<file path="src/sv/stkmrp_pkg.sv">
// shared constants and types of the stack unit
package stkmrp_pkg;

  localparam int DATA_W    = 32;
  localparam int FUNC_W    = 3;
  localparam int STATUS_W  = 3;
  localparam int CODE_W    = 7;
  localparam int DEPTH_W   = 6;
  localparam int DEPTH_DEF = 32;
  localparam int CHAR_MAX  = 127;
  localparam int MIN_OPS   = 2;
  localparam int MAX_CHARS = 32;
  localparam int NCHAR_W   = $clog2(MAX_CHARS + 1);
  localparam int STEP_W    = $clog2(DATA_W);

  // operation codes
  localparam logic [FUNC_W-1:0] FN_PUSH  = 3'd0;
  localparam logic [FUNC_W-1:0] FN_MOD   = 3'd1;
  localparam logic [FUNC_W-1:0] FN_PCHAR = 3'd2;
  localparam logic [FUNC_W-1:0] FN_PSTR  = 3'd3;
  localparam logic [FUNC_W-1:0] FN_ROTL  = 3'd4;
  localparam logic [FUNC_W-1:0] FN_ROTR  = 3'd5;

  // status codes
  localparam logic [STATUS_W-1:0] ST_OK    = 3'd0;
  localparam logic [STATUS_W-1:0] ST_SHORT = 3'd1;
  localparam logic [STATUS_W-1:0] ST_DIV0  = 3'd2;
  localparam logic [STATUS_W-1:0] ST_EMPTY = 3'd3;
  localparam logic [STATUS_W-1:0] ST_RANGE = 3'd4;
  localparam logic [STATUS_W-1:0] ST_OVF   = 3'd5;

  typedef enum logic [3:0] {
    S_IDLE,
    S_START,
    S_MOD_RDB,
    S_MOD_RDA,
    S_MOD_WAIT,
    S_PCHAR_RD,
    S_PSTR_CHK,
    S_PSTR_RD,
    S_ROT_LOAD,
    S_ROT_RD,
    S_ROT_WR,
    S_RESULT
  } state_t;

  // one pending result transfer
  typedef struct packed {
    logic [STATUS_W-1:0] status;
    logic                char_valid;
    logic [CODE_W-1:0]   char_code;
    logic                line_end;
    logic                last;
  } pend_t;

  // remainder unit handshake
  typedef struct packed {
    logic start;
  } rem_req_t;

  typedef struct packed {
    logic              done;
    logic [DATA_W-1:0] value;
  } rem_rsp_t;

endpackage

</file>
<file path="src/sv/stkmrp_cmd_if.sv">
// command channel: operation code and push operand
interface stkmrp_cmd_if import stkmrp_pkg::*; ();
  logic                     valid;
  logic                     ready;
  logic [FUNC_W-1:0]        func;
  logic signed [DATA_W-1:0] push_value;

  modport source (output valid, output func, output push_value, input ready);
  modport sink (input valid, input func, input push_value, output ready);
endinterface

</file>
<file path="src/sv/stkmrp_res_if.sv">
// result channel: status, printed character and stack depth
interface stkmrp_res_if import stkmrp_pkg::*; ();
  logic                valid;
  logic                ready;
  logic [STATUS_W-1:0] status;
  logic                char_valid;
  logic [CODE_W-1:0]   char_code;
  logic                line_end;
  logic                last;
  logic [DEPTH_W-1:0]  depth_now;

  modport source (output valid, output status, output char_valid, output char_code,
                  output line_end, output last, output depth_now, input ready);
  modport sink (input valid, input status, input char_valid, input char_code,
                input line_end, input last, input depth_now, output ready);
endinterface

</file>
<file path="src/sv/stkmrp_rem.sv">
// iterative signed remainder, one quotient bit per cycle
module stkmrp_rem import stkmrp_pkg::*; (
  input  logic              clk,
  input  logic              rst,
  input  rem_req_t          req,
  input  logic [DATA_W-1:0] dividend,
  input  logic [DATA_W-1:0] divisor,
  output rem_rsp_t          rsp
);

  logic              busy;
  logic              done;
  logic [STEP_W-1:0] step;
  logic [DATA_W-1:0] dvd;
  logic [DATA_W-1:0] dvs;
  logic [DATA_W-1:0] rmd;
  logic              neg;
  logic [DATA_W:0]   trial;
  logic [DATA_W:0]   diff;

  assign trial = {rmd, dvd[DATA_W-1]};
  assign diff  = trial - {1'b0, dvs};

  always_ff @(posedge clk) begin
    if (rst) begin
      busy <= 1'b0;
      done <= 1'b0;
      step <= '0;
    end else begin
      done <= 1'b0;
      if (req.start) begin
        busy <= 1'b1;
        step <= '0;
      end else if (busy) begin
        step <= step + 1'b1;
        if (step == STEP_W'(DATA_W - 1)) begin
          busy <= 1'b0;
          done <= 1'b1;
        end
      end
    end
  end

  // magnitudes in, sign of the dividend restored at the end
  always_ff @(posedge clk) begin
    if (req.start) begin
      dvd <= dividend[DATA_W-1] ? (~dividend + 1'b1) : dividend;
      dvs <= divisor[DATA_W-1] ? (~divisor + 1'b1) : divisor;
      rmd <= '0;
      neg <= dividend[DATA_W-1];
    end else if (busy) begin
      dvd <= {dvd[DATA_W-2:0], 1'b0};
      rmd <= diff[DATA_W] ? trial[DATA_W-1:0] : diff[DATA_W-1:0];
    end
  end

  assign rsp.done  = done;
  assign rsp.value = neg ? (~rmd + 1'b1) : rmd;

endmodule

</file>
<file path="src/sv/stack_unit_mod_rotate_print_top.sv">
// stack machine execution stack with mod, character print and rotate
//
//  channel  dir  fields                                             transfer
//  cmd      in   func, push_value                                   valid & ready
//  res      out  status, char_valid, char_code, line_end, last,     valid & ready
//                depth_now
//
// mod waits on the remainder unit, one bit a cycle; pstr gives its characters one
// result at a time, then the line end at the bottom or cap, when a value stops the
// walk, or on an empty stack; a rotate of n entries does one read then one write
// per entry through the memory.
// reset clears the entry count, the sequencer and the result valid; stack
// memory contents are not cleared, only live entries are ever used.
// cmd.ready is high only while idle, from the cycle after the last result loads;
// a result waiting in the output register holds the sequencer in its result state.
module stack_unit_mod_rotate_print_top import stkmrp_pkg::*; #(
  parameter int DEPTH = DEPTH_DEF
) (
  input  logic         clk,
  input  logic         rst,
  stkmrp_cmd_if.sink   cmd,
  stkmrp_res_if.source res
);

  localparam int AW = (DEPTH > 1) ? $clog2(DEPTH) : 1;
  localparam int CW = $clog2(DEPTH + 1);

  state_t state, state_next;

  // latched command
  logic [FUNC_W-1:0] op;
  logic [DATA_W-1:0] pv;

  // stack bookkeeping
  logic [CW-1:0]      cnt, cnt_next;
  logic [CW-1:0]      idx, idx_next;
  logic [NCHAR_W-1:0] nchar, nchar_next;
  logic [DATA_W-1:0]  tmp, tmp_next;
  logic [DATA_W-1:0]  bval, bval_next;
  pend_t              pend, pend_next;

  // stack memory
  logic [DATA_W-1:0] mem [DEPTH];
  logic [DATA_W-1:0] rdata;
  logic              mem_we;
  logic [AW-1:0]     mem_waddr;
  logic [DATA_W-1:0] mem_wdata;
  logic [AW-1:0]     mem_raddr;

  rem_req_t rem_req;
  rem_rsp_t rem_rsp;

  logic          accept;
  logic          out_free;
  logic          out_load;
  logic [CW-1:0] cnt_m1;
  logic [CW-1:0] cnt_m2;
  logic [CW-1:0] idx_src;
  logic          rot_end;
  logic          few;
  logic          full;
  logic          rd_wide;

  function automatic pend_t mk_pend(logic [STATUS_W-1:0] st, logic cv,
                                    logic [CODE_W-1:0] code, logic le, logic lst);
    pend_t p;
    p.status     = st;
    p.char_valid = cv;
    p.char_code  = code;
    p.line_end   = le;
    p.last       = lst;
    return p;
  endfunction

  assign cmd.ready = (state == S_IDLE);
  assign accept    = cmd.valid && cmd.ready;
  assign out_free  = !res.valid || res.ready;
  assign out_load  = (state == S_RESULT) && out_free;

  assign cnt_m1  = cnt - 1'b1;
  assign cnt_m2  = cnt - CW'(MIN_OPS);
  assign few     = cnt < CW'(MIN_OPS);
  assign full    = cnt == CW'(DEPTH);
  // rotl walks down toward the bottom, rotr walks up toward the top
  assign idx_src = (op == FN_ROTL) ? (idx - 1'b1) : (idx + 1'b1);
  assign rot_end = (op == FN_ROTL) ? (idx == '0) : (idx == cnt_m1);
  // value outside the character range
  assign rd_wide = rdata > DATA_W'(CHAR_MAX);

  stkmrp_rem u_rem (
    .clk      (clk),
    .rst      (rst),
    .req      (rem_req),
    .dividend (rdata),
    .divisor  (bval),
    .rsp      (rem_rsp)
  );

  // next state
  always_comb begin
    state_next = state;
    case (state)
      S_IDLE: begin
        if (accept) state_next = S_START;
      end
      S_START: begin
        case (op)
          FN_MOD:   state_next = few ? S_RESULT : S_MOD_RDB;
          FN_PCHAR: state_next = (cnt == '0) ? S_RESULT : S_PCHAR_RD;
          FN_PSTR:  state_next = S_PSTR_CHK;
          FN_ROTL,
          FN_ROTR:  state_next = few ? S_RESULT : S_ROT_LOAD;
          default:  state_next = S_RESULT;
        endcase
      end
      S_MOD_RDB: state_next = S_MOD_RDA;
      S_MOD_RDA: state_next = (bval == '0) ? S_RESULT : S_MOD_WAIT;
      S_MOD_WAIT: begin
        if (rem_rsp.done) state_next = S_RESULT;
      end
      S_PCHAR_RD: state_next = S_RESULT;
      S_PSTR_CHK: begin
        state_next = (idx == '0 || nchar == NCHAR_W'(MAX_CHARS)) ? S_RESULT : S_PSTR_RD;
      end
      S_PSTR_RD:  state_next = S_RESULT;
      S_ROT_LOAD: state_next = S_ROT_RD;
      S_ROT_RD:   state_next = rot_end ? S_RESULT : S_ROT_WR;
      S_ROT_WR:   state_next = S_ROT_RD;
      S_RESULT: begin
        if (out_free) state_next = pend.last ? S_IDLE : S_PSTR_CHK;
      end
      default: state_next = S_IDLE;
    endcase
  end

  // datapath controls and next values
  always_comb begin
    mem_we        = 1'b0;
    mem_waddr     = '0;
    mem_wdata     = pv;
    mem_raddr     = '0;
    rem_req.start = 1'b0;
    cnt_next      = cnt;
    idx_next      = idx;
    nchar_next    = nchar;
    tmp_next      = tmp;
    bval_next     = bval;
    pend_next     = pend;
    case (state)
      S_START: begin
        pend_next = mk_pend(ST_OK, 1'b0, '0, 1'b0, 1'b1);
        case (op)
          FN_PUSH: begin
            if (full) begin
              pend_next.status = ST_OVF;
            end else begin
              mem_we    = 1'b1;
              mem_waddr = cnt[AW-1:0];
              cnt_next  = cnt + 1'b1;
            end
          end
          FN_MOD: begin
            if (few) pend_next.status = ST_SHORT;
            mem_raddr = cnt_m1[AW-1:0];
          end
          FN_PCHAR: begin
            if (cnt == '0) pend_next.status = ST_EMPTY;
            mem_raddr = cnt_m1[AW-1:0];
          end
          FN_PSTR: begin
            idx_next   = cnt;
            nchar_next = '0;
          end
          FN_ROTL: begin
            mem_raddr = cnt_m1[AW-1:0];
            idx_next  = cnt_m1;
          end
          FN_ROTR: begin
            mem_raddr = '0;
            idx_next  = '0;
          end
          default: ;
        endcase
      end
      S_MOD_RDB: begin
        bval_next = rdata;
        mem_raddr = cnt_m2[AW-1:0];
      end
      S_MOD_RDA: begin
        if (bval == '0) pend_next.status = ST_DIV0;
        else rem_req.start = 1'b1;
      end
      S_MOD_WAIT: begin
        if (rem_rsp.done) begin
          mem_we    = 1'b1;
          mem_waddr = cnt_m2[AW-1:0];
          mem_wdata = rem_rsp.value;
          cnt_next  = cnt_m1;
        end
      end
      S_PCHAR_RD: begin
        if (rd_wide) pend_next.status = ST_RANGE;
        else pend_next = mk_pend(ST_OK, 1'b1, rdata[CODE_W-1:0], 1'b0, 1'b1);
      end
      S_PSTR_CHK: begin
        pend_next = mk_pend(ST_OK, 1'b0, '0, 1'b1, 1'b1);
        mem_raddr = AW'(idx - 1'b1);
      end
      S_PSTR_RD: begin
        // stop on a zero or a value that is no character
        if (rdata != '0 && !rd_wide) begin
          pend_next  = mk_pend(ST_OK, 1'b1, rdata[CODE_W-1:0], 1'b0, 1'b0);
          idx_next   = idx - 1'b1;
          nchar_next = nchar + 1'b1;
        end
      end
      S_ROT_LOAD: begin
        tmp_next = rdata;
      end
      S_ROT_RD: begin
        if (rot_end) begin
          mem_we    = 1'b1;
          mem_waddr = idx[AW-1:0];
          mem_wdata = tmp;
        end else begin
          mem_raddr = idx_src[AW-1:0];
        end
      end
      S_ROT_WR: begin
        mem_we    = 1'b1;
        mem_waddr = idx[AW-1:0];
        mem_wdata = rdata;
        idx_next  = idx_src;
      end
      default: ;
    endcase
  end

  // memory, registered read
  always_ff @(posedge clk) begin
    if (mem_we) mem[mem_waddr] <= mem_wdata;
    rdata <= mem[mem_raddr];
  end

  // control registers
  always_ff @(posedge clk) begin
    if (rst) begin
      state     <= S_IDLE;
      cnt       <= '0;
      res.valid <= 1'b0;
    end else begin
      state <= state_next;
      cnt   <= cnt_next;
      if (out_load) res.valid <= 1'b1;
      else if (res.ready) res.valid <= 1'b0;
    end
  end

  // payload registers
  always_ff @(posedge clk) begin
    if (accept) begin
      op <= cmd.func;
      pv <= cmd.push_value;
    end
    idx <= idx_next;
    if (rst) nchar <= '0;
    else nchar <= nchar_next;
    tmp   <= tmp_next;
    bval  <= bval_next;
    pend  <= pend_next;
    if (out_load) begin
      res.status     <= pend.status;
      res.char_valid <= pend.char_valid;
      res.char_code  <= pend.char_code;
      res.line_end   <= pend.line_end;
      res.last       <= pend.last;
      res.depth_now  <= DEPTH_W'(cnt);
    end
  end

`ifndef SYNTHESIS
  a_cnt_bound: assert property (@(posedge clk) disable iff (rst)
    cnt <= CW'(DEPTH))
    else $error("entry count above stack depth");

  a_wr_live: assert property (@(posedge clk) disable iff (rst)
    mem_we |-> (CW'(mem_waddr) <= cnt))
    else $error("memory write above the stack top");

  a_rem_done: assert property (@(posedge clk) disable iff (rst)
    rem_rsp.done |-> (state == S_MOD_WAIT))
    else $error("remainder finished outside mod wait");

  a_mod_depth: assert property (@(posedge clk) disable iff (rst)
    (state == S_MOD_WAIT) |-> !few)
    else $error("mod running with fewer than two entries");

  a_pstr_cap: assert property (@(posedge clk) disable iff (rst)
    nchar <= NCHAR_W'(MAX_CHARS))
    else $error("pstr character count above cap");
`endif

endmodule

</file>
<file path="src/flat_wrapper.sv">
// flat-port wrapper written by rule: the top's interface ports become plain ports
module stack_unit_mod_rotate_print_top_flat import stkmrp_pkg::*;
#(
  parameter int DEPTH = DEPTH_DEF
)
  (clk, rst, cmd_valid, cmd_func, cmd_push_value, cmd_ready, res_valid, res_status, res_char_valid, res_char_code, res_line_end, res_last, res_depth_now, res_ready);
  stkmrp_cmd_if cmd_i ();
  stkmrp_res_if res_i ();
  input  logic clk;
  input  logic rst;
  input wire logic [$bits(cmd_i.valid)-1:0] cmd_valid;
  input wire logic [$bits(cmd_i.func)-1:0] cmd_func;
  input wire logic [$bits(cmd_i.push_value)-1:0] cmd_push_value;
  output wire logic [$bits(cmd_i.ready)-1:0] cmd_ready;
  output wire logic [$bits(res_i.valid)-1:0] res_valid;
  output wire logic [$bits(res_i.status)-1:0] res_status;
  output wire logic [$bits(res_i.char_valid)-1:0] res_char_valid;
  output wire logic [$bits(res_i.char_code)-1:0] res_char_code;
  output wire logic [$bits(res_i.line_end)-1:0] res_line_end;
  output wire logic [$bits(res_i.last)-1:0] res_last;
  output wire logic [$bits(res_i.depth_now)-1:0] res_depth_now;
  input wire logic [$bits(res_i.ready)-1:0] res_ready;
  assign cmd_i.valid = cmd_valid;
  assign cmd_i.func = cmd_func;
  assign cmd_i.push_value = cmd_push_value;
  assign cmd_ready = cmd_i.ready;
  assign res_valid = res_i.valid;
  assign res_status = res_i.status;
  assign res_char_valid = res_i.char_valid;
  assign res_char_code = res_i.char_code;
  assign res_line_end = res_i.line_end;
  assign res_last = res_i.last;
  assign res_depth_now = res_i.depth_now;
  assign res_i.ready = res_ready;
  stack_unit_mod_rotate_print_top #(.DEPTH(DEPTH)) u_core (.clk(clk), .rst(rst), .cmd(cmd_i), .res(res_i));
endmodule
</file>
<file path="config.mk">
export PLATFORM = sky130hd
export DESIGN_NAME = stack_unit_mod_rotate_print_top_flat
export DESIGN_NICKNAME = d
export VERILOG_FILES = /design/src/sv/stkmrp_pkg.sv /design/src/sv/stkmrp_cmd_if.sv /design/src/sv/stkmrp_res_if.sv /design/src/sv/stkmrp_rem.sv /design/src/sv/stack_unit_mod_rotate_print_top.sv /design/src/flat_wrapper.sv
export SDC_FILE = /design/constraint.sdc
export NUM_CORES = 2
export LEC_CHECK = 0
export ABC_CLOCK_PERIOD_IN_PS = 6700
export BUFFER_PORTS_ARGS = -buffer_cell sky130_fd_sc_hd__buf_4
export CAP_MARGIN = 10
export CORE_MARGIN = 2
export CORE_UTILIZATION = 39
export CTS_BUF_LIST = sky130_fd_sc_hd__clkbuf_4 sky130_fd_sc_hd__clkbuf_8 sky130_fd_sc_hd__clkbuf_16
export DETAILED_ROUTE_END_ITERATION = 8
export PLACE_DENSITY = 0.63
export SLEW_MARGIN = 10
export SYNTH_ARGS = -nofsm -noshare
export SYNTH_HDL_FRONTEND = slang
export SYNTH_HIERARCHICAL = 1
export SYNTH_SLANG_ARGS = --single-unit
</file>
<file path="constraint.sdc">
create_clock -name clk -period 6.7 [get_ports clk]
set_clock_uncertainty 0.05 [all_clocks]
set_input_delay 1.34 -clock clk [delete_from_list [all_inputs] [get_ports clk]]
set_output_delay 1.34 -clock clk [all_outputs]
set_load 0.01 [all_outputs]
</file>
======== Word-level counts from Yosys, hierarchy flattened ========
Memories as Yosys holds them, arrays and structs flattened. A register that Yosys moved wholly into a read port is not among the register bits.
Index checks and enable logic that the tools add are counted.
storage, ports and cells
  bits in registers ....................... 258
  memory bits (writable) .................. 1024
  input port bits ......................... 39
  output and inout bits ................... 21
  word-level logic and storage cells ...... 174
  memories ................................ 1
memory list
  name        depth  bits a word  read ports  clocked after Yosys merged registers in  wr ports  RTL line                               source
  u_core.mem  32     32           1           1                                        1         stack_unit_mod_rotate_print_top.sv:43  logic [DATA_W-1:0] mem [DEPTH];
cells by class
  add/subtract/negate cells ............... 11
  $lt $le $gt $ge ......................... 2
  equality and inequality tests ........... 30
  mux-type cells .......................... 66
  bitwise operators ....................... 4
  reductions and logical operators ........ 32
operators by type and width
  cell                                                 number
  two-way mux 32 bit                                   7
  adder 32 x 1 -> 32 bit, second input constant        3
  inverter 32 bit                                      3
  case mux 32 bit (3 select lines)                     1
  two-way mux 6 bit                                    7
  case mux 10 bit (4 select lines)                     1
  case mux 4 bit (10 select lines)                     1
  case mux 5 bit (4 select lines)                      2
  case mux 6 bit (3 select lines)                      2
  subtractor 33 x 32 -> 33 bit                         1
  > comparator 32 x 7 -> 1 bit, second input constant  1
  zero test 32 bit                                     1
  nonzero test 32 bit                                  1
  two-way mux 31 bit                                   1
  two-way mux 5 bit                                    6
  two-way mux 4 bit                                    7
  case mux 6 bit (2 select lines)                      2
  adder 6 x 1 -> 6 bit, second input constant          3
  two-way mux 1 bit                                    17
  == test 4 x 3 -> 1 bit, second input constant        4
  == test 4 bit, second input constant                 4
  case mux 4 bit (4 select lines)                      1
  case mux 3 bit (5 select lines)                      1
  AND reduction 3 bit                                  5
  other kinds (35)                                     63

======== Logic depth before layout (Yosys ltp) ========
  depth in word-level cells ............... 7
  gate-level depth with buffers ........... 18
  mapped depth without buffers ............ 12

======== Cells and area by module ========
The synthesis kept the hierarchy.
modules (own cells, without submodules)
  module                           times used  cells an instance  area an instance (sq um)  sequential area each (sq um)
  stack_unit_mod_rotate_print_top  1           3379               48013.5                   35844.4
  stkmrp_rem                       1           898                7729.9                    2732.6

======== Worst setup path before layout ========
Ideal clock, no wire load.
  kind .................................... reg2reg
  start point ............................. register u_core.state[3]
  end point ............................... register u_core.u_rem.dvd[0], enable pin
  setup time .............................. 387 ps
  data arrival time ....................... 4870 ps
  required time ........................... 6263 ps
  slack ................................... 1394 ps
  stages on the path, launching flop included .. 9
  path buffers ............................ 4
  period minus slack after synthesis ...... 5306 ps
  cells stage by stage .................... dfxtp_1 > clkbuf_1 > nor2b_1 > clkbuf_1 > nor3b_1 > clkbuf_1 > nor2_1 > clkbuf_1 > inv_1
between the ends
  longest elaborated chain between the ends .. 3
RTL lines
  item                          RTL line                                source
  start, declared               stack_unit_mod_rotate_print_top.sv:28   state_t state, state_next;
  start signal, assigned        stack_unit_mod_rotate_print_top.sv:252  state <= state_next;
  == test 4 x 2 -> 1 bit        stack_unit_mod_rotate_print_top.sv:149  case (state)
  two-way mux 1 bit             stack_unit_mod_rotate_print_top.sv:149
  named net u_core.rem_req      stack_unit_mod_rotate_print_top.sv:50   rem_req_t rem_req;
  nonzero test 2 bit (no line)  --
  end signal, assigned          stkmrp_rem.sv:47                        dvd <= dividend[DATA_W-1] ? (~dividend + 1'b1) : dividend;
  end signal, assigned          stkmrp_rem.sv:52                        dvd <= {dvd[DATA_W-2:0], 1'b0};
  end, declared                 stkmrp_rem.sv:14                        logic [DATA_W-1:0] dvd;
The timed path passes the listed nets, and every way through them passes these cells.
A chain may end at the register's enable or synchronous reset.

======== Final worst setup path ========
  start point ............................. register u_core.cnt[0]
  end point ............................... memory u_core.mem[12][20], enable pin
between the ends
  longest elaborated chain between the ends .. 7
  elaborated cells on any way between the ends .. 16
  classes of those cells .................. 2 x add/sub; 2 x eq/ne; 12 x mux
RTL lines
  item                                     RTL line                                source
  start, declared                          stack_unit_mod_rotate_print_top.sv:35   logic [CW-1:0] cnt, cnt_next;
  start signal, assigned                   stack_unit_mod_rotate_print_top.sv:253  cnt <= cnt_next;
  subtractor 6 x 1 -> 6 bit                stack_unit_mod_rotate_print_top.sv:80   assign cnt_m1 = cnt - 1'b1;
  == test 6 bit                            stack_unit_mod_rotate_print_top.sv:86   assign rot_end = (op == FN_ROTL) ? (idx == '0) : (idx == cnt_m1);
  two-way mux 1 bit                        stack_unit_mod_rotate_print_top.sv:86
  two-way mux 1 bit                        stack_unit_mod_rotate_print_top.sv:221  if (rot_end) begin
  case mux 1 bit (4 select lines)          stack_unit_mod_rotate_print_top.sv:149
  two-way mux 1 bit                        stack_unit_mod_rotate_print_top.sv:241  if (mem_we) mem[mem_waddr] <= mem_wdata;
  two-way mux 1 bit (not written as such)  stack_unit_mod_rotate_print_top.sv:241
  end, declared                            stack_unit_mod_rotate_print_top.sv:43
Parallel ways exist; a longest one is shown, timed or not.

==> results.toml <==
[timing]
max-slew-margin-rel = 0.146
hold_ws_ns = 0.369
rsz0062_at_grt = "false"
setup_viol = 0
max_freq_mhz = 178
setup_tns_ns = 0
period_minus_slack_ns = 5.61
slew_viol_final = 0
tightest_slew_ns = 1.28
timing.final.crit_share = 0.838
hold_viol_final = 0

[logic_synthesis]
synthArstFlopShare = 0
synth.most_common_cell = "edfxtp_1"
avgSynthCellArea_um2 = 13.0
synthTopCellsByCount = "1226 x edfxtp_1, 811 x nand2_1, 194 x nand3_1"
synth_seq_cells = 1314
ys_warn_count = 6
synthFlopType = "edfxtp_1"
synth_cells = 4277
ys_seq_area_frac = 0.692
yosysUniqueCellTypes = 87
synth_top_area_cell = "edfxtp_1"
synth_edf_count = 1226
synth.net_count = 4363
synth_area_mm2 = 0.0557
synth_area_leaders = "edfxtp_1 66%, nand2_1 5.5%, dfxtp_1 3.2%"
yosysTopAreaCellShare = 0.660

[route]
drt_iter0_drc = 4552
drc = 0
vias = 37492
wirelength_mm = 166
wl_per_cell_um = 26.1
firstDrtPassIters = 6
viasPerCell = 5.91
detail-route-antenna-nets = 0

[clocking]
cts_sinks = 1314
cts.clk_slew.worst_paths_ns = 0.06
holdBufCountCts = 0
clk_path_buf_depth = 3
cts_made_buffers = 141
worstSkewPairLatency_ns = 0.78
postCtsSetupBuffers = 0
h-tree-depth = 4
cts-resized-gates = 0
root_buffer = "clkbuf_16"
cts_tree = "yes"

[placement]
place_area_mm2 = 0.0591
hpwl_mm = 96.6
place.gp.congestion = 0.886
io_buffers = 59

[setup_path]
path_max_fanout = 34
crit_type = "reg2reg"
worstPathRequired_ns = 7.04
startpoint_type = "flop"
crit_path_end_kind = "flop"
cp_data_arrival_time_ns = 5.96

[floorplanning]
dieArea_mm2 = 0.146
io-pin-count = 60
die_h_um = 382
initial_core_util = 0.393
die_w_um = 382
coreArea_mm2 = 0.142
rows = 138

[power_and_ir_drop]
p_per_area_mw_per_mm2 = 462
p_leak_nw = 21.4
ir_worst_vdd_uv = 447

[job]
maxCapViolCount = 0

[global_routing]
grt_pass1_vias = 35753
grt_pass1_wl_mm = 242
grt_use_total = 0.223
overflow = 0
grt_max_degree = 143
antenna_found_initial = 3

[final_layout]
fill_cells = 12523
areaGrowthSynthToFinish_pct = 14.6
final_cell_area_mm2 = 0.0639
drive_gt1_frac = 0.116
final_nets = 4421

[worst_hold_path]
hp-class = "reg2reg"

[status]
outcome = "completed"
routing by layer:
metal  global-route usage  wire length (um)  part of all wire  up-vias
met2                0.353             76700              0.46     1942
li1                     -                 -                 -    16370
met4               0.0711              4730             0.028        0
met1                0.313             68700              0.41    18882
met3               0.0381             15800             0.095      298
met5                    0                 0                 0        -
path summary, 6_finish.rpt:
check                               startpoint                       to  slack [ns]  cells after the start
worst max-delay path             u_core/cnt[0]       u_core/mem[12][20]        1.09                     12
worst min-delay path            u_core/pend[7]  u_core/res.char_code[5]        0.37                      0
worst max register to register   u_core/cnt[0]       u_core/mem[12][20]        1.09                     12
worst min register to register  u_core/pend[7]  u_core/res.char_code[5]        0.37                      0
critical path: stages (launching register included):
cell and delay [ns]:
dfxtp_1 0.46, inv_1 0.19, ha_1 0.27, or3b_1 0.46
xnor2_1 0.19, or4b_1 0.48, a31o_2 0.40, a21boi_4 0.18
buf_4 0.40, or3_1 0.21, nand3_1 0.66, nor2_4 0.66
buf_4 0.58
report_power, final:
part / total [mW] / switching (mW) / internal (mW)
sequential: 11.4 / 0.763 / 10.7
clock: 7.94 / 3.33 / 4.60
combinational: 10.2 / 7.18 / 2.98
total: 29.5 / 11.3 / 18.2
final cells by class:
class / instances / area, um^2 / share of cell area
Sequential cell: 1314 / 38600 / 0.604
Clock buffer: 186 / 3950 / 0.0619
Multi-Input combinational cell: 2581 / 16000 / 0.251
Tap cell: 1890 / 2360 / 0.0370
Clock inverter: 77 / 825 / 0.0129
Antenna cell: 1 / 2.50 / 0.0000392
Timing Repair Buffer: 189 / 1750 / 0.0274
Inverter: 108 / 405 / 0.00634
layout by cell type (no fill, tap or decap), drive strengths merged, types with 55 or more instances in the layout:
| cell type | count |
|---|---|
| inv | 117 |
| a31oi | 104 |
| mux2i | 165 |
| nor2 | 174 |
| a221oi | 69 |
| nand2 | 811 |
| dfxtp | 88 |
| xor2 | 55 |
| buf | 189 |
| a211oi | 70 |
| a32oi | 68 |
| nand3 | 194 |
| xnor2 | 92 |
| clkbuf | 186 |
| o21ai | 117 |
| edfxtp | 1226 |
| nand4 | 60 |
| a21oi | 120 |
stage by stage:
stage / worst slack, ns / util / power [mW] / cells
global route: 0.886 / 0.451 / 30.7 / 6345
global placement: 1.15 / 0.417 / 21.4 / 6081
floorplan: 1.39 / - / 17.5 / 4277
CTS: 1.14 / 0.451 / 29.4 / 6344
detailed placement: 1.17 / 0.417 / 21.5 / 6081
finish: 1.09 / 0.451 / 29.5 / 6346
logic make-up after synthesis:
kind of cell | Yosys count | synth area share
AO/OA/AOI/OAI | 794 | 0.103
XOR/XNOR | 148 | 0.0235
adder cells (fa/ha/maj) | 47 | 0.0107
buffers and inverters | 382 | 0.0280
flip-flops | 1314 | 0.692
multiplexers | 168 | 0.0302
AND/OR/NAND/NOR | 1424 | 0.113
state kept, by name, summed over array words and instances, names as in the netlist, 7 cells and up:
name,flops
u_core/u_rem/rmd,32
u_core/u_rem/dvd,32
u_core/mem,1024
u_core/pv,32
u_core/tmp,32
u_core/res.char_code,7
u_core/pend,13
u_core/u_rem/dvs,32
u_core/bval,32
u_core/rdata,32
Note: power is estimated with default switching activity, not from simulation.
